File: config.mk
export PLATFORM = sky130hd
export DESIGN_NAME = ip_l4_header_field_extractor_top
export DESIGN_NICKNAME = d
export VERILOG_FILES = /design/src/rtl/core/l4hfe_pkg.sv /design/src/rtl/core/l4hfe_front.sv /design/src/rtl/core/l4hfe_queue.sv /design/src/rtl/core/l4hfe_back.sv /design/src/rtl/core/ip_l4_header_field_extractor_top.sv
export SDC_FILE = /design/constraint.sdc
export NUM_CORES = 1
export LEC_CHECK = 0
export BUFFER_PORTS_ARGS = -buffer_cell sky130_fd_sc_hd__buf_4
export CAP_MARGIN = 30
export CORE_MARGIN = 4
export CORE_UTILIZATION = 53
export CTS_CLUSTER_SIZE = 24
export DETAILED_ROUTE_END_ITERATION = 12
export PLACE_DENSITY = 0.75
export SYNTH_ARGS = -nofsm -noshare
export SYNTH_HDL_FRONTEND = slang
export SYNTH_SLANG_ARGS = --single-unit
File: constraint.sdc
create_clock -name aclk -period 10.7 [get_ports aclk]
set_clock_uncertainty 0.15 [all_clocks]
set_input_delay 2.14 -clock aclk [delete_from_list [all_inputs] [get_ports aclk]]
set_output_delay 2.14 -clock aclk [all_outputs]
set_load 0.01 [all_outputs]
File: src/rtl/core/l4hfe_pkg.sv
// Package: constants, codes and payload types for the L4 header field extractor.
package l4hfe_pkg;

    localparam int BATCH_RECORDS = 16;
    localparam int CNT_W = (BATCH_RECORDS > 1) ? $clog2(BATCH_RECORDS) : 1;
    localparam logic [CNT_W-1:0] CNT_LAST = CNT_W'(BATCH_RECORDS - 1);

    localparam int QUEUE_DEPTH = 2;
    localparam int QPTR_W = (QUEUE_DEPTH > 1) ? $clog2(QUEUE_DEPTH) : 1;
    localparam int QCNT_W = $clog2(QUEUE_DEPTH + 1);
    localparam logic [QPTR_W-1:0] QPTR_LAST = QPTR_W'(QUEUE_DEPTH - 1);
    localparam logic [QCNT_W-1:0] QCNT_FULL = QCNT_W'(QUEUE_DEPTH);

    localparam int POS_W = 6;
    localparam logic [POS_W-1:0] POS_MAX = 6'd63;

    // IP version codes as reported
    localparam logic [2:0] VER_NONE = 3'd0;
    localparam logic [2:0] VER_V4   = 3'd4;
    localparam logic [2:0] VER_V6   = 3'd6;
    localparam logic [3:0] NIB_V4   = 4'd4;
    localparam logic [3:0] NIB_V6   = 4'd6;

    // descriptor packet type that is recorded
    localparam logic [3:0] KIND_IP  = 4'd0;

    localparam logic [7:0] PROTO_ICMP   = 8'd1;
    localparam logic [7:0] PROTO_TCP    = 8'd6;
    localparam logic [7:0] PROTO_UDP    = 8'd17;
    localparam logic [7:0] PROTO_ICMPV6 = 8'd58;

    localparam logic [7:0] ICMP_ECHO_REPLY   = 8'd0;
    localparam logic [7:0] ICMP_ECHO_REQUEST = 8'd8;
    localparam logic [7:0] ICMP6_ECHO_REQUEST = 8'd128;
    localparam logic [7:0] ICMP6_ECHO_REPLY   = 8'd129;

    // header byte offsets
    localparam logic [POS_W-1:0] V4_LEN_HI   = 6'd2;
    localparam logic [POS_W-1:0] V4_LEN_LO   = 6'd3;
    localparam logic [POS_W-1:0] V4_ID_HI    = 6'd4;
    localparam logic [POS_W-1:0] V4_ID_LO    = 6'd5;
    localparam logic [POS_W-1:0] V4_PROTO    = 6'd9;
    localparam logic [POS_W-1:0] V4_L4_START = 6'd20;
    localparam logic [POS_W-1:0] V6_LEN_HI   = 6'd4;
    localparam logic [POS_W-1:0] V6_LEN_LO   = 6'd5;
    localparam logic [POS_W-1:0] V6_NEXT_HDR = 6'd6;
    localparam logic [POS_W-1:0] V6_L4_START = 6'd40;

    localparam int L4_BYTES = 12;
    localparam logic [POS_W-1:0] L4_SPAN = 6'd12;
    localparam logic [16:0] V6_HDR_LEN = 17'd40;

    // configuration register map (word index)
    localparam int PADDR_W = 3;
    localparam logic CFG_IDX_CAPTURE = 1'b0;

    typedef struct packed {
        logic [7:0] data_byte;
        logic       first_byte;
        logic       last_byte;
        logic [7:0] user_tag;
        logic       maa_owned;
        logic [3:0] packet_kind;
    } l4hfe_in_t;

    typedef struct packed {
        logic [2:0]  ip_version;
        logic [7:0]  l4_protocol;
        logic [15:0] ipv4_ident;
        logic [16:0] total_length;
        logic [15:0] source_port;
        logic [15:0] dest_port;
        logic [31:0] flow_id;
        logic [31:0] ack_or_sequence;
        logic [7:0]  icmp_kind;
        logic [7:0]  user_tag_out;
        logic        batch_end;
    } l4hfe_out_t;

    // raw header capture handed from front to back
    typedef struct packed {
        logic [2:0]              version;
        logic [7:0]              protocol;
        logic [15:0]             ident;
        logic [15:0]             length;
        logic [L4_BYTES*8-1:0]   l4;
        logic [7:0]              tag;
    } l4hfe_capture_t;

endpackage

File: src/rtl/core/l4hfe_front.sv
// Front end: tracks byte position, filters packets and captures header bytes.
module l4hfe_front (
    input  logic                      aclk,
    input  logic                      aresetn,
    input  logic                      capture_enable,
    input  logic                      s_valid,
    output logic                      s_ready,
    input  l4hfe_pkg::l4hfe_in_t      s_payload,
    input  logic                      q_full,
    output logic                      q_push,
    output l4hfe_pkg::l4hfe_capture_t q_data
);

    logic [l4hfe_pkg::POS_W-1:0] pos_reg, pos_next, pos_base;
    logic                        wanted_reg, wanted_next, wanted_base;
    l4hfe_pkg::l4hfe_capture_t   cap_reg, cap_next, cap_base;
    logic [l4hfe_pkg::POS_W-1:0] l4_off;
    logic                        l4_hit;
    logic [7:0]                  b;

    assign s_ready = !q_full;
    assign b       = s_payload.data_byte;

    always_comb begin
        if (s_payload.first_byte) begin
            pos_base        = '0;
            cap_base        = '0;
            cap_base.tag    = s_payload.user_tag;
            wanted_base     = capture_enable && !s_payload.maa_owned &&
                              (s_payload.packet_kind == l4hfe_pkg::KIND_IP);
        end else begin
            pos_base    = pos_reg;
            cap_base    = cap_reg;
            wanted_base = wanted_reg;
        end
    end

    // offset into the L4 header for the current version
    always_comb begin
        l4_off = '0;
        l4_hit = 1'b0;
        if (cap_base.version == l4hfe_pkg::VER_V4 && pos_base >= l4hfe_pkg::V4_L4_START) begin
            l4_off = pos_base - l4hfe_pkg::V4_L4_START;
            l4_hit = (l4_off < l4hfe_pkg::L4_SPAN);
        end else if (cap_base.version == l4hfe_pkg::VER_V6 &&
                     pos_base >= l4hfe_pkg::V6_L4_START) begin
            l4_off = pos_base - l4hfe_pkg::V6_L4_START;
            l4_hit = (l4_off < l4hfe_pkg::L4_SPAN);
        end
    end

    always_comb begin
        pos_next    = pos_reg;
        wanted_next = wanted_reg;
        cap_next    = cap_reg;
        q_push      = 1'b0;
        if (s_valid && s_ready) begin
            pos_next    = pos_base;
            wanted_next = wanted_base;
            cap_next    = cap_base;
            if (wanted_base) begin
                if (pos_base == '0) begin
                    if (b[7:4] == l4hfe_pkg::NIB_V4) begin
                        cap_next.version = l4hfe_pkg::VER_V4;
                    end else if (b[7:4] == l4hfe_pkg::NIB_V6) begin
                        cap_next.version = l4hfe_pkg::VER_V6;
                    end else begin
                        cap_next.version = l4hfe_pkg::VER_NONE;
                    end
                end else if (cap_base.version == l4hfe_pkg::VER_V4) begin
                    if (pos_base == l4hfe_pkg::V4_LEN_HI) cap_next.length[15:8] = b;
                    if (pos_base == l4hfe_pkg::V4_LEN_LO) cap_next.length[7:0]  = b;
                    if (pos_base == l4hfe_pkg::V4_ID_HI)  cap_next.ident[15:8]  = b;
                    if (pos_base == l4hfe_pkg::V4_ID_LO)  cap_next.ident[7:0]   = b;
                    if (pos_base == l4hfe_pkg::V4_PROTO)  cap_next.protocol     = b;
                end else if (cap_base.version == l4hfe_pkg::VER_V6) begin
                    if (pos_base == l4hfe_pkg::V6_LEN_HI)   cap_next.length[15:8] = b;
                    if (pos_base == l4hfe_pkg::V6_LEN_LO)   cap_next.length[7:0]  = b;
                    if (pos_base == l4hfe_pkg::V6_NEXT_HDR) cap_next.protocol     = b;
                end
                for (int i = 0; i < l4hfe_pkg::L4_BYTES; i++) begin
                    if (l4_hit && l4_off == l4hfe_pkg::POS_W'(i)) begin
                        cap_next.l4[(l4hfe_pkg::L4_BYTES-1-i)*8 +: 8] = b;
                    end
                end
                if (pos_base != l4hfe_pkg::POS_MAX) begin
                    pos_next = pos_base + 1'b1;
                end
                if (s_payload.last_byte) begin
                    wanted_next = 1'b0;
                    q_push      = 1'b1;
                end
            end
        end
    end

    assign q_data = cap_next;

    always_ff @(posedge aclk) begin
        if (!aresetn) begin
            pos_reg    <= '0;
            wanted_reg <= 1'b0;
            cap_reg    <= '0;
        end else begin
            pos_reg    <= pos_next;
            wanted_reg <= wanted_next;
            cap_reg    <= cap_next;
        end
    end

endmodule

File: src/rtl/core/l4hfe_queue.sv
// Short FIFO of captured headers between front and back.
module l4hfe_queue (
    input  logic                      aclk,
    input  logic                      aresetn,
    input  logic                      push,
    input  l4hfe_pkg::l4hfe_capture_t push_data,
    output logic                      full,
    input  logic                      pop,
    output logic                      head_valid,
    output l4hfe_pkg::l4hfe_capture_t head_data
);

    l4hfe_pkg::l4hfe_capture_t       mem [l4hfe_pkg::QUEUE_DEPTH];
    logic [l4hfe_pkg::QPTR_W-1:0]    wr_ptr_reg, wr_ptr_next;
    logic [l4hfe_pkg::QPTR_W-1:0]    rd_ptr_reg, rd_ptr_next;
    logic [l4hfe_pkg::QCNT_W-1:0]    count_reg, count_next;

    assign full       = (count_reg == l4hfe_pkg::QCNT_FULL);
    assign head_valid = (count_reg != '0);
    assign head_data  = mem[rd_ptr_reg];

    always_comb begin
        wr_ptr_next = wr_ptr_reg;
        rd_ptr_next = rd_ptr_reg;
        count_next  = count_reg;
        if (push) begin
            wr_ptr_next = (wr_ptr_reg == l4hfe_pkg::QPTR_LAST) ? '0 : wr_ptr_reg + 1'b1;
        end
        if (pop) begin
            rd_ptr_next = (rd_ptr_reg == l4hfe_pkg::QPTR_LAST) ? '0 : rd_ptr_reg + 1'b1;
        end
        if (push && !pop) begin
            count_next = count_reg + 1'b1;
        end else if (pop && !push) begin
            count_next = count_reg - 1'b1;
        end
    end

    always_ff @(posedge aclk) begin
        if (push) begin
            mem[wr_ptr_reg] <= push_data;
        end
    end

    always_ff @(posedge aclk) begin
        if (!aresetn) begin
            wr_ptr_reg <= '0;
            rd_ptr_reg <= '0;
            count_reg  <= '0;
        end else begin
            wr_ptr_reg <= wr_ptr_next;
            rd_ptr_reg <= rd_ptr_next;
            count_reg  <= count_next;
        end
    end

endmodule

File: src/rtl/core/l4hfe_back.sv
// Back end: formats the log record, counts batches and holds the output register.
module l4hfe_back (
    input  logic                      aclk,
    input  logic                      aresetn,
    input  logic                      q_valid,
    input  l4hfe_pkg::l4hfe_capture_t q_data,
    output logic                      q_pop,
    output logic                      m_valid,
    input  logic                      m_ready,
    output l4hfe_pkg::l4hfe_out_t     m_payload
);

    logic                        m_valid_reg, m_valid_next;
    l4hfe_pkg::l4hfe_out_t       rec_reg, rec;
    logic [l4hfe_pkg::CNT_W-1:0] count_reg, count_next;
    logic [31:0]                 w0, w1, tail;
    logic [7:0]                  itype;
    logic                        is_echo;

    assign w0    = q_data.l4[95:64];
    assign w1    = q_data.l4[63:32];
    assign tail  = q_data.l4[31:0];
    assign itype = w0[31:24];
    assign is_echo = (itype == l4hfe_pkg::ICMP_ECHO_REPLY) ||
                     (itype == l4hfe_pkg::ICMP_ECHO_REQUEST) ||
                     (itype == l4hfe_pkg::ICMP6_ECHO_REQUEST) ||
                     (itype == l4hfe_pkg::ICMP6_ECHO_REPLY);

    assign q_pop = q_valid && (!m_valid_reg || m_ready);

    always_comb begin
        rec = '0;
        if (q_data.version == l4hfe_pkg::VER_V4 || q_data.version == l4hfe_pkg::VER_V6) begin
            rec.ip_version  = q_data.version;
            rec.l4_protocol = q_data.protocol;
            if (q_data.version == l4hfe_pkg::VER_V4) begin
                rec.ipv4_ident   = q_data.ident;
                rec.total_length = {1'b0, q_data.length};
            end else begin
                rec.total_length = {1'b0, q_data.length} + l4hfe_pkg::V6_HDR_LEN;
            end
            priority if (q_data.protocol == l4hfe_pkg::PROTO_TCP) begin
                rec.source_port     = w0[31:16];
                rec.dest_port       = w0[15:0];
                rec.flow_id         = w1;
                rec.ack_or_sequence = tail;
            end else if (q_data.protocol == l4hfe_pkg::PROTO_UDP) begin
                rec.source_port = w0[31:16];
                rec.dest_port   = w0[15:0];
            end else if (q_data.protocol == l4hfe_pkg::PROTO_ICMP ||
                         q_data.protocol == l4hfe_pkg::PROTO_ICMPV6) begin
                rec.icmp_kind = itype;
                if (is_echo) begin
                    rec.flow_id         = {16'd0, w1[31:16]};
                    rec.ack_or_sequence = {16'd0, w1[15:0]};
                end
            end else begin
                rec.flow_id         = w0;
                rec.ack_or_sequence = w1;
            end
            rec.user_tag_out = q_data.tag;
        end
        rec.batch_end = (count_reg == l4hfe_pkg::CNT_LAST);
    end

    always_comb begin
        count_next   = count_reg;
        m_valid_next = m_valid_reg;
        if (m_valid_reg && m_ready) begin
            m_valid_next = 1'b0;
        end
        if (q_pop) begin
            m_valid_next = 1'b1;
            count_next   = (count_reg == l4hfe_pkg::CNT_LAST) ? '0 : count_reg + 1'b1;
        end
    end

    always_ff @(posedge aclk) begin
        if (q_pop) begin
            rec_reg <= rec;
        end
    end

    always_ff @(posedge aclk) begin
        if (!aresetn) begin
            m_valid_reg <= 1'b0;
            count_reg   <= '0;
        end else begin
            m_valid_reg <= m_valid_next;
            count_reg   <= count_next;
        end
    end

    assign m_valid   = m_valid_reg;
    assign m_payload = rec_reg;

endmodule

File: src/rtl/core/ip_l4_header_field_extractor_top.sv
// Top level: config register, front end, capture queue and record back end.
//
//  port group   dir  handshake          carries
//  s_*          in   s_valid/s_ready    one packet byte with its markers and metadata
//  m_*          out  m_valid/m_ready    one log record per recorded packet
//  p*           in   psel/penable       capture_enable register at word 0
//
// One byte accepted per cycle while the capture queue has room; a record passes from the
// front capture into the queue, then into the back end output register.
// s_ready drops only while the two-entry capture queue is full, i.e. when the
// back end is stalled by m_ready with two records already waiting.
// Synchronous active-low reset clears position, filter state, queue and batch count.
module ip_l4_header_field_extractor_top (
    input  logic                            aclk,
    input  logic                            aresetn,
    input  logic                            s_valid,
    output logic                            s_ready,
    input  l4hfe_pkg::l4hfe_in_t            s_payload,
    output logic                            m_valid,
    input  logic                            m_ready,
    output l4hfe_pkg::l4hfe_out_t           m_payload,
    input  logic                            psel,
    input  logic                            penable,
    input  logic                            pwrite,
    input  logic [l4hfe_pkg::PADDR_W-1:0]   paddr,
    input  logic [31:0]                     pwdata,
    output logic [31:0]                     prdata,
    output logic                            pready
);

    logic                      capture_enable_reg, capture_enable_next;
    logic                      q_push, q_full, q_pop, q_valid;
    l4hfe_pkg::l4hfe_capture_t q_in, q_head;
    logic                      cfg_hit;

    assign pready  = 1'b1;
    assign cfg_hit = (paddr[2] == l4hfe_pkg::CFG_IDX_CAPTURE) && (paddr[1:0] == 2'b00);

    always_comb begin
        capture_enable_next = capture_enable_reg;
        if (psel && penable && pwrite && pready && cfg_hit) begin
            capture_enable_next = pwdata[0];
        end
    end

    always_comb begin
        prdata = '0;
        if (cfg_hit) begin
            prdata = {31'd0, capture_enable_reg};
        end
    end

    always_ff @(posedge aclk) begin
        if (!aresetn) begin
            capture_enable_reg <= 1'b0;
        end else begin
            capture_enable_reg <= capture_enable_next;
        end
    end

    l4hfe_front u_front (
        .aclk           (aclk),
        .aresetn        (aresetn),
        .capture_enable (capture_enable_reg),
        .s_valid        (s_valid),
        .s_ready        (s_ready),
        .s_payload      (s_payload),
        .q_full         (q_full),
        .q_push         (q_push),
        .q_data         (q_in)
    );

    l4hfe_queue u_queue (
        .aclk       (aclk),
        .aresetn    (aresetn),
        .push       (q_push),
        .push_data  (q_in),
        .full       (q_full),
        .pop        (q_pop),
        .head_valid (q_valid),
        .head_data  (q_head)
    );

    l4hfe_back u_back (
        .aclk      (aclk),
        .aresetn   (aresetn),
        .q_valid   (q_valid),
        .q_data    (q_head),
        .q_pop     (q_pop),
        .m_valid   (m_valid),
        .m_ready   (m_ready),
        .m_payload (m_payload)
    );

    // no request may be pushed into a full queue
    a_no_overflow: assert property (@(posedge aclk) disable iff (!aresetn)
        q_push |-> !q_full)
        else $error("capture queue overflow");

    a_no_underflow: assert property (@(posedge aclk) disable iff (!aresetn)
        q_pop |-> q_valid)
        else $error("capture queue underflow");

    // a non-IP record carries nothing but the batch flag
    a_non_ip_zero: assert property (@(posedge aclk) disable iff (!aresetn)
        (m_valid && m_payload.ip_version != l4hfe_pkg::VER_V4 &&
         m_payload.ip_version != l4hfe_pkg::VER_V6) |->
        (m_payload.user_tag_out == 8'd0 && m_payload.total_length == 17'd0 &&
         m_payload.flow_id == 32'd0 && m_payload.source_port == 16'd0))
        else $error("non-IP record not cleared");

    a_v6_no_ident: assert property (@(posedge aclk) disable iff (!aresetn)
        (m_valid && m_payload.ip_version == l4hfe_pkg::VER_V6) |->
        (m_payload.ipv4_ident == 16'd0 && m_payload.total_length >= 17'd40))
        else $error("IPv6 record carries IPv4 fields");

endmodule

==> impl.org, run 1 <==
** Floorplanning
- Initial core utilization :: 53.5%
- Ports placed on the boundary :: roughly 260
- The die covers 52,900 sq um.
- In this run the core area contains 81 standard-cell rows.
- In this run the vertical extent of the chip is 230 um.
- Die extent in x :: 230 um
- Standard cell core area :: 48,800 sq um

** Yosys
- Register bit total from synthesis :: 616
- Of the synthesized area, sequential elements account for approximately 65%.
- Share of flip-flops with an asynchronous set or reset after synthesis :: 0%
- A synthesized cell averages 13.0 sq um.
- Counting flops with a built-in enable in the synthesized netlist gives 451.
- Primary FF master, synth :: sky130_fd_sc_hd__edfxtp_1
- Synthesis produced 2,009 cells.
- The Yosys step of the flow raised 0 warnings.
- Mapped cell area :: roughly 26,000 sq um
- After synthesis, the netlist uses 66 different library cells.

** Flow run
- Across the run, the number of max-cap violations was 0.

** Critical path
- STA classifies the critical path startpoint as an input pin.
- Worst-path fanout max :: between 60 and 70
- Data on the critical path arrives at its endpoint at 6.06 ns.
- The worst register-to-register path ends at u_back.m_payload[26].
- Tracing the worst setup path back leads to its startpoint at s_payload[14].
- Kind of end point of the critical path :: flop
- The worst setup path is of the in2reg kind.
- Register-to-register path setup slack :: 5.78 ns
- Cell count of the worst reg-to-reg path :: 8
- The critical path ends at u_queue.mem[1][81].
- CP Data Required Time :: 10.78 ns

** STA
- At the pin with the least slew margin, the transition time is 1.03 ns.
- RSZ-0062 raised after global routing :: no
- The number of failing hold endpoints at the final stage came to 0.
- Fmax :: 0.167 GHz
- In the post-route analysis, the smallest setup slack over all paths is between 4 and 5 ns.
- Number of slew-limit violations in the final report :: 0
- Final worst path period need :: 5.99 ns
- Of the available clock period, the critical path in the final layout requires 56.0%.
- Final sum of negative setup slack :: 0 ns
- Setup violations remaining at the end of the flow were counted as 0.
- Measured against its own limit, the worst slew margin works out to 31.2%.

** Pwr
- In this run the power density over the cells is 218 nW/um^2.
- Total power draw :: 0.00656 W
- VDD sags by at most 0.000141 V.
- Leakage power of the design :: around 11 nW
- Sequential cells account for 47.1% of the total power.
- The share of total power dissipated in the clock network is 31.6%.
- In this run switching power makes up 27.2% of total power.
- For this design the total switching power over the nets is 0.00178 W.
- Internal power :: 0.00478 W
- Combinational logic is responsible for between 20% and 30% of the overall power.

** Route
- In the final routed layout, each cell accounts on average for ~21 um.
- Total via count after detailed routing :: about 17,000
- Vias/cell :: 5.75
- DRC violation count after routing :: 0
- Initial drt markers :: 1,802
- DRT Wirelength :: 61,100 um
- Before antenna repair, the detailed router went through 6 iterations.
- The detail route stage leaves a number of antenna-violating nets equal to 0.

** Cells and area
- 0 antenna diodes ended up in the layout.
- Leading cell types in the layout, fill and taps excluded :: sky130_fd_sc_hd__edfxtp_1, sky130_fd_sc_hd__nand2_1, sky130_fd_sc_hd__mux2i_1
- In the final layout, the share of cells above drive strength 1 is 19.8%.
- Layout overhead on the synthesized area :: 15.1%
- Leaving out fill and tap cells, the most frequent cell in the layout is sky130_fd_sc_hd__edfxtp_1.
- Post-route cell area :: 30,100 sq um
- In the final design database the tool counted 2,232 nets.
- Max reg flops :: about 300

** Placement
- Number of I/O port buffers :: between 150 and 200
- DP Worst Slack :: slightly above 4 ns
- HPWL reported at the end of detailed placement :: 38,500 um
- Gp weighted congestion :: 0.841
- Placed instance area :: 28,100 sq um

** Global routing
- The first global-routing pass estimated approximately 94,000 um of wire.
- Vias in the first global route :: 16,200
- Remaining Overflow, GRT :: 0
- The number of antenna violations at the first check in global routing is 0.
- Overall track demand over capacity in global routing :: 22.5%
- Entering global routing, the biggest net connects 148 pins.

** Clock network
- TritonCTS created 60 clock buffers.
- Setup bufs post-CTS :: 0
- Counting every sink on the clock net gives between 600 and 700.
- In this run the deepest clock path goes through 3 buffers.
- Quantity of gates resized following cts :: 0
- Clock tree from TritonCTS :: built
- Clock Pin Slew Worst Setup and Hold Paths :: around 0.050 ns
- Buffers inserted to repair hold after CTS numbered 0.
- Max H-tree Level :: 2
- Clock insertion delay at the later pin of the skew report :: 0.61 ns
- The tree is rooted in a sky130_fd_sc_hd__clkbuf_16.

** Worst hold path
- The tightest min-delay check is of the reg2reg type.

** Run status
- Result of the run :: finished clean
## area by class of cell
cell class	count	area, sq um
Clock inverter	28	259
Clock buffer	84	1680
Sequential cell	616	16800
Fill cell	3662	18800
Inverter	21	83.8
Tap cell	664	831
Timing Repair Buffer	228	1850
Multi-Input combinational cell	1231	8510
## cell families (layout without fill, tap and decap cells)
logic type	count (synthesis)	count (layout)	synth area share, %
other	2	33	0.0288
XOR/XNOR	17	17	0.570
multiplexers	346	346	13.7
adder cells (fa/ha/maj)	9	9	0.431
AO/OA/AOI/OAI	221	221	6.36
AND/OR/NAND/NOR	605	605	10.9
flip-flops	616	616	64.5
buffers and inverters	193	361	3.54
## worst max-delay path, cell delays in order
cell,delay [ns]
sky130_fd_sc_hd__buf_4,0.31
sky130_fd_sc_hd__a41oi_1,0.39
sky130_fd_sc_hd__nor2_1,0.90
sky130_fd_sc_hd__and3_4,0.65
sky130_fd_sc_hd__buf_4,0.75
sky130_fd_sc_hd__buf_4,0.81
## layer usage
| layer | track usage [%] | wire length, um | up-vias |
|---|---|---|---|
| li1 | - | - | 7538 |
| met1 | 31.3 | 25500 | 8253 |
| met2 | 37.3 | 29700 | 638 |
| met3 | 3.74 | 4400 | 97 |
| met4 | 5.95 | 1440 | 0 |
| met5 | 0 | 0 | - |
## cells in the mapped netlist (4+ instances only)
cell / instances / area [sq um]
sky130_fd_sc_hd__dfxtp_1: 165 / 3300
sky130_fd_sc_hd__a22oi_1: 51 / 383
sky130_fd_sc_hd__edfxtp_1: 451 / 13500
sky130_fd_sc_hd__mux2_2: 89 / 1000
sky130_fd_sc_hd__a21oi_1: 36 / 180
sky130_fd_sc_hd__xor2_1: 8 / 70.1
sky130_fd_sc_hd__mux2i_1: 257 / 2570
sky130_fd_sc_hd__inv_1: 21 / 78.8
sky130_fd_sc_hd__nand4_1: 4 / 25.0
sky130_fd_sc_hd__buf_6: 7 / 78.8
sky130_fd_sc_hd__nand2_1: 288 / 1080
sky130_fd_sc_hd__ha_1: 9 / 113
sky130_fd_sc_hd__a32o_1: 17 / 170
sky130_fd_sc_hd__nor3_1: 19 / 95.1
sky130_fd_sc_hd__nor3b_1: 5 / 37.5
sky130_fd_sc_hd__o211ai_1: 14 / 105
sky130_fd_sc_hd__nand3b_1: 5 / 37.5
sky130_fd_sc_hd__nor2b_1: 31 / 194
sky130_fd_sc_hd__nor4_4: 6 / 128
sky130_fd_sc_hd__buf_1: 11 / 41.3
sky130_fd_sc_hd__o21ai_1: 4 / 20.0
sky130_fd_sc_hd__and2_1: 34 / 213
sky130_fd_sc_hd__or3_1: 13 / 81.3
sky130_fd_sc_hd__and3_1: 7 / 43.8
sky130_fd_sc_hd__nand2b_1: 5 / 31.3
sky130_fd_sc_hd__a211oi_1: 5 / 37.5
sky130_fd_sc_hd__nor2_1: 139 / 522
sky130_fd_sc_hd__a22o_1: 24 / 210
sky130_fd_sc_hd__buf_4: 36 / 270
sky130_fd_sc_hd__o21a_1: 4 / 30.0
sky130_fd_sc_hd__clkbuf_1: 109 / 409
sky130_fd_sc_hd__nand3_1: 26 / 130
sky130_fd_sc_hd__o21ai_0: 17 / 85.1
sky130_fd_sc_hd__a21boi_0: 20 / 150
sky130_fd_sc_hd__buf_2: 9 / 45.0
sky130_fd_sc_hd__xnor2_1: 9 / 78.8
## worst min-delay path by stage
stage / from / end / slack (ns) / cells after the start
after global routing: u_front.cap_reg[70] / u_front.cap_reg[70] / 0.32 / 2
after detailed placement: u_front.cap_reg[54] / u_front.cap_reg[54] / 0.30 / 2
after floorplan: u_front.cap_reg[100] / u_front.cap_reg[100] / 0.28 / 2
after CTS: u_front.cap_reg[14] / u_front.cap_reg[14] / 0.31 / 2
after global placement: u_front.cap_reg[61] / u_front.cap_reg[61] / 0.29 / 2
final: u_front.cap_reg[82] / u_front.cap_reg[82] / 0.31 / 2
## power by group through the flow
stage	combinational, W	clock, W	sequential [W]
after floorplan	0.000562	0	0.00328
after global placement	0.00137	0	0.00314
after detailed placement	0.00139	0	0.00314
after CTS	0.00140	0.00210	0.00310
after global routing	0.00149	0.00221	0.00312
final	0.00140	0.00207	0.00309
## per-stage QoR
step / hold slack, ns / util (%) / instances
2_1_floorplan: 0.285 / - / 2040
3_3_place_gp: 0.292 / 57.2 / 2752
3_5_place_dp: 0.297 / 57.5 / 2758
4_1_cts: 0.308 / 61.5 / 2870
5_1_grt: 0.321 / 61.6 / 2872
6_report: 0.305 / 61.6 / 2872
Power figures use the tool's default switching activity.
==> inputs of run 2 (changes only) <==
--- a/config.mk
+++ b/config.mk
@@ -8,10 +8,10 @@
 export BUFFER_PORTS_ARGS = -buffer_cell sky130_fd_sc_hd__buf_4
 export CAP_MARGIN = 30
 export CORE_MARGIN = 4
-export CORE_UTILIZATION = 53
+export CORE_UTILIZATION = 59
 export CTS_CLUSTER_SIZE = 24
 export DETAILED_ROUTE_END_ITERATION = 12
-export PLACE_DENSITY = 0.75
+export PLACE_DENSITY = 0.79
 export SYNTH_ARGS = -nofsm -noshare
 export SYNTH_HDL_FRONTEND = slang
 export SYNTH_SLANG_ARGS = --single-unit
==> constraint.sdc (replaced) <==
create_clock -name aclk -period 5.8 [get_ports aclk]
set_clock_uncertainty 0.15 [all_clocks]
set_input_delay 1.16 -clock aclk [delete_from_list [all_inputs] [get_ports aclk]]
set_output_delay 1.16 -clock aclk [all_outputs]
set_load 0.01 [all_outputs]
==> impl.org, run 2 (synthesis gave the netlist of run 1 again) <==
** Run status
- Result of the run: finished clean (unchanged).

** STA
- The final setup violation count was 0 (unchanged).
- Final number of hold-violating endpoints :: 0 (unchanged)
- The max-slew violation count was 0 (unchanged).
- Final worst path period need :: 4.36 ns
- Fmax :: 0.229 GHz
- Period utilisation layout :: 75.1%
- Transition time at the pin with the least slew margin :: 1.00 ns (was 1.03 ns)
- The worst slew margin relative to its limit was 31.3% (was 31.2%).
- RSZ-0062 raised after global routing: no (unchanged).
- Final sum of negative setup slack :: 0 ns (unchanged)

** Floorplanning
- Ports placed on the boundary :: 257 (unchanged)
- The total die area was 47,700 sq um (was 52,900 sq um).
- Initial core utilization :: 60.1% (was 53.5%)
- The horizontal extent of the die is 218 um (was 230 um).
- Die height :: 218 um (was 230 um)
- The row count was 76 (was 81).
- Standard cell core area :: 43,500 sq um (was 48,800 sq um)

** Cells and area
- Leading cell types in the layout, fill and taps excluded :: sky130_fd_sc_hd__edfxtp_1, sky130_fd_sc_hd__nand2_1, sky130_fd_sc_hd__mux2i_1 (unchanged)
- Max reg flops :: 294 (unchanged)
- Layout net count :: 2,236 (was 2,232)
- Layout overhead on the synthesized area :: 15.6% (was 15.1%)
- The number of diodes added for antenna fixing was 0 (unchanged).
- The post-layout utilization of the core came to 69.4% (was 61.6%).
- The leading cell type in the layout, fill and taps excluded is sky130_fd_sc_hd__edfxtp_1 (unchanged).
- The fraction of layout instances using a drive strength above 1 came to 20.6% (was 19.8%).

** Clock network
- The post-CTS resize count is 0 (unchanged).
- Clock Pin Slew Worst Setup and Hold Paths :: 0.06 ns (was 0.05 ns)
- The clock tree from TritonCTS was built (unchanged).
- The latest clock arrival within the worst-skew pair is 0.62 ns (was 0.61 ns).
- The clock sink count was 616 (unchanged).
- The number of hold buffers added after CTS was 0 (unchanged).
- The maximum clock insertion buffer count came to 3 (unchanged).
- The number of buffers created by CTS is 59 (was 60).
- The number of setup buffers added after CTS came to 0 (unchanged).
- The clock tree root buffer cell was sky130_fd_sc_hd__clkbuf_16 (unchanged).
- Max H-tree Level :: 2 (unchanged)

** Route
- DRT Wirelength :: 61,400 um (was 61,100 um)
- The number of DRC violations after detailed-routing iteration 0 came to 2,044 (was 1,802).
- The number of detailed-routing iterations run before antenna repair is 6 (unchanged).
- Final ANT Viol Nets :: 0 (unchanged)
- The routed wirelength normalized by instance count was 21.9 um (was 21.3 um).
- DRC violation count after routing :: 0 (unchanged)
- Vias/cell :: 5.90 (was 5.75)
- The number of vias in the routed layout was 16,500 (about the same).

** Critical path
- Slowest stage cell, crit path :: sky130_fd_sc_hd__dfxtp_4 (was sky130_fd_sc_hd__nor2_1)
- The largest driver fanout on the critical path is 45 (was 61).
- Cells along the critical path: buf_4 > mux2i_1 > o21ai_0 > a211o_1 > a21oi_4 > a22oi_1 > nor2_1 (was buf_4 > a41oi_1 > nor2_1 > and3_4 > buf_4 > buf_4).
- The class of the most critical setup path is reg2reg (was in2reg).
- Worst stage delay on the critical path :: 0.80 ns (was 0.90 ns)
- Crit path arrival time :: 4.57 ns (was 6.06 ns)
- The sort of element at the start of the critical path is a flop (was input pin).
- CP Data Required Time :: 6.02 ns (was 10.78 ns)
- Kind of end point of the critical path :: flop (unchanged)

** Pwr
- The sequential group share of total power came to 45.6% (was 47.1%).
- The switching fraction of total power was 26.7% (was 27.2%).
- The part of the power in the clock network is 33.7% (was 31.6%).
- Internal power :: 0.00913 W (was 0.00478 W)
- Combinational cell fraction of total power :: 20.7% (was 21.3%)
- The power consumption was 0.0125 W (was 0.00656 W).
- The net switching power was 0.00332 W (was 0.00178 W).
- The worst-case vdd ir drop came to 0.000261 V (was 0.000141 V).
- The static leakage power came to 10.8 nW (was 10.7 nW).
- PD cells :: 413 nW/um^2 (was 218 nW/um^2)

** Worst hold path
- The worst min-delay path category is reg2reg (unchanged).

** Flow run
- The count of maximum capacitance violations came to 0 (unchanged).

** Global routing
- Largest net degree at the start of global routing :: 89 (was 148)
- Overall track demand over capacity in global routing :: 25.1% (was 22.5%)
- Wire length of the first global-routing pass :: 92,600 um (was 94,200 um)
- Remaining Overflow, GRT :: 0 (unchanged)
- Number of antenna violations at the first check in global routing :: 0 (unchanged)
- The via count of the first global-routing pass was 16,200 (about the same).

** Placement
- Gp weighted congestion :: 0.840 (was 0.841)
- HPWL reported at the end of detailed placement :: 38,900 um (was 38,500 um)
- The number of port buffers is 193 (unchanged).
## run 2: changes by cell type in the layout (fill, tap and decap cells not counted)
cell,before,now
sky130_fd_sc_hd__buf_12,1,6
sky130_fd_sc_hd__buf_16,6,1
sky130_fd_sc_hd__buf_4,220,226
sky130_fd_sc_hd__buf_8,1,0
sky130_fd_sc_hd__bufinv_16,5,13
sky130_fd_sc_hd__clkbuf_1,16,8
sky130_fd_sc_hd__clkbuf_16,61,62
sky130_fd_sc_hd__clkbuf_8,7,2
sky130_fd_sc_hd__clkinv_1,13,7
sky130_fd_sc_hd__clkinv_2,6,8
sky130_fd_sc_hd__clkinv_4,0,3
sky130_fd_sc_hd__clkinvlp_4,4,5
sky130_fd_sc_hd__inv_6,1,4
## run 2: worst max-delay path, delay by kind of cell (launching register included)
family	cells	cell delay (ns)
AOI/OAI and AO/OA	4	1.63
buffers and inverters	1	0.52
DFF	1	0.80
muxes	1	0.52
and+or+nand+nor	1	0.42
## run 2: through the flow
stage	setup slack [ns]	area [sq um]	cells	hold slack [ns]
after global placement	1.36	28000	2683	0.292
after global routing	1.30	30200	2797	0.322
after detailed placement	1.31	28000	2685	0.297
after CTS	1.65	30200	2796	0.308
final	1.44	30200	2797	0.309
after floorplan	0.167	26200	2040	0.285
## run 2: worst paths after layout
check	start	to	slack [ns]	cells past startpoint
worst max-delay path	flop	u_back.m_payload[23]	1.44	7
worst max register to register	flop	u_back.m_payload[23]	1.44	7
worst min register to register	u_front.cap_reg[55]	u_front.cap_reg[55]	0.31	2
worst min-delay path	u_front.cap_reg[55]	u_front.cap_reg[55]	0.31	2
## run 2: final cells by class
type	count	area, sq um
Sequential cell	616	16800
Fill cell	2889	13300
Multi-Input combinational cell	1231	8510
Timing Repair Buffer	233	1840
Clock buffer	72	1610
Tap cell	585	732
Clock inverter	39	547
Inverter	21	83.8
## run 2: layer usage
layer	routed length, um	GRT usage, %	vias to the layer above
met2	29000	40.1	737
met4	2110	9.27	0
met5	0	0	-
li1	-	-	7552
met3	5130	5.39	136
met1	25100	34.2	8083
## run 2: power groups by stage
| stage | Sequential (W) | Clock, W | Combinational (W) |
|---|---|---|---|
| global route | 0.00573 | 0.00443 | 0.00274 |
| global placement | 0.00576 | 0 | 0.00253 |
| finish | 0.00568 | 0.00420 | 0.00257 |
| floorplan | 0.00605 | 0 | 0.00104 |
| detailed placement | 0.00578 | 0 | 0.00257 |
| CTS | 0.00569 | 0.00423 | 0.00259 |
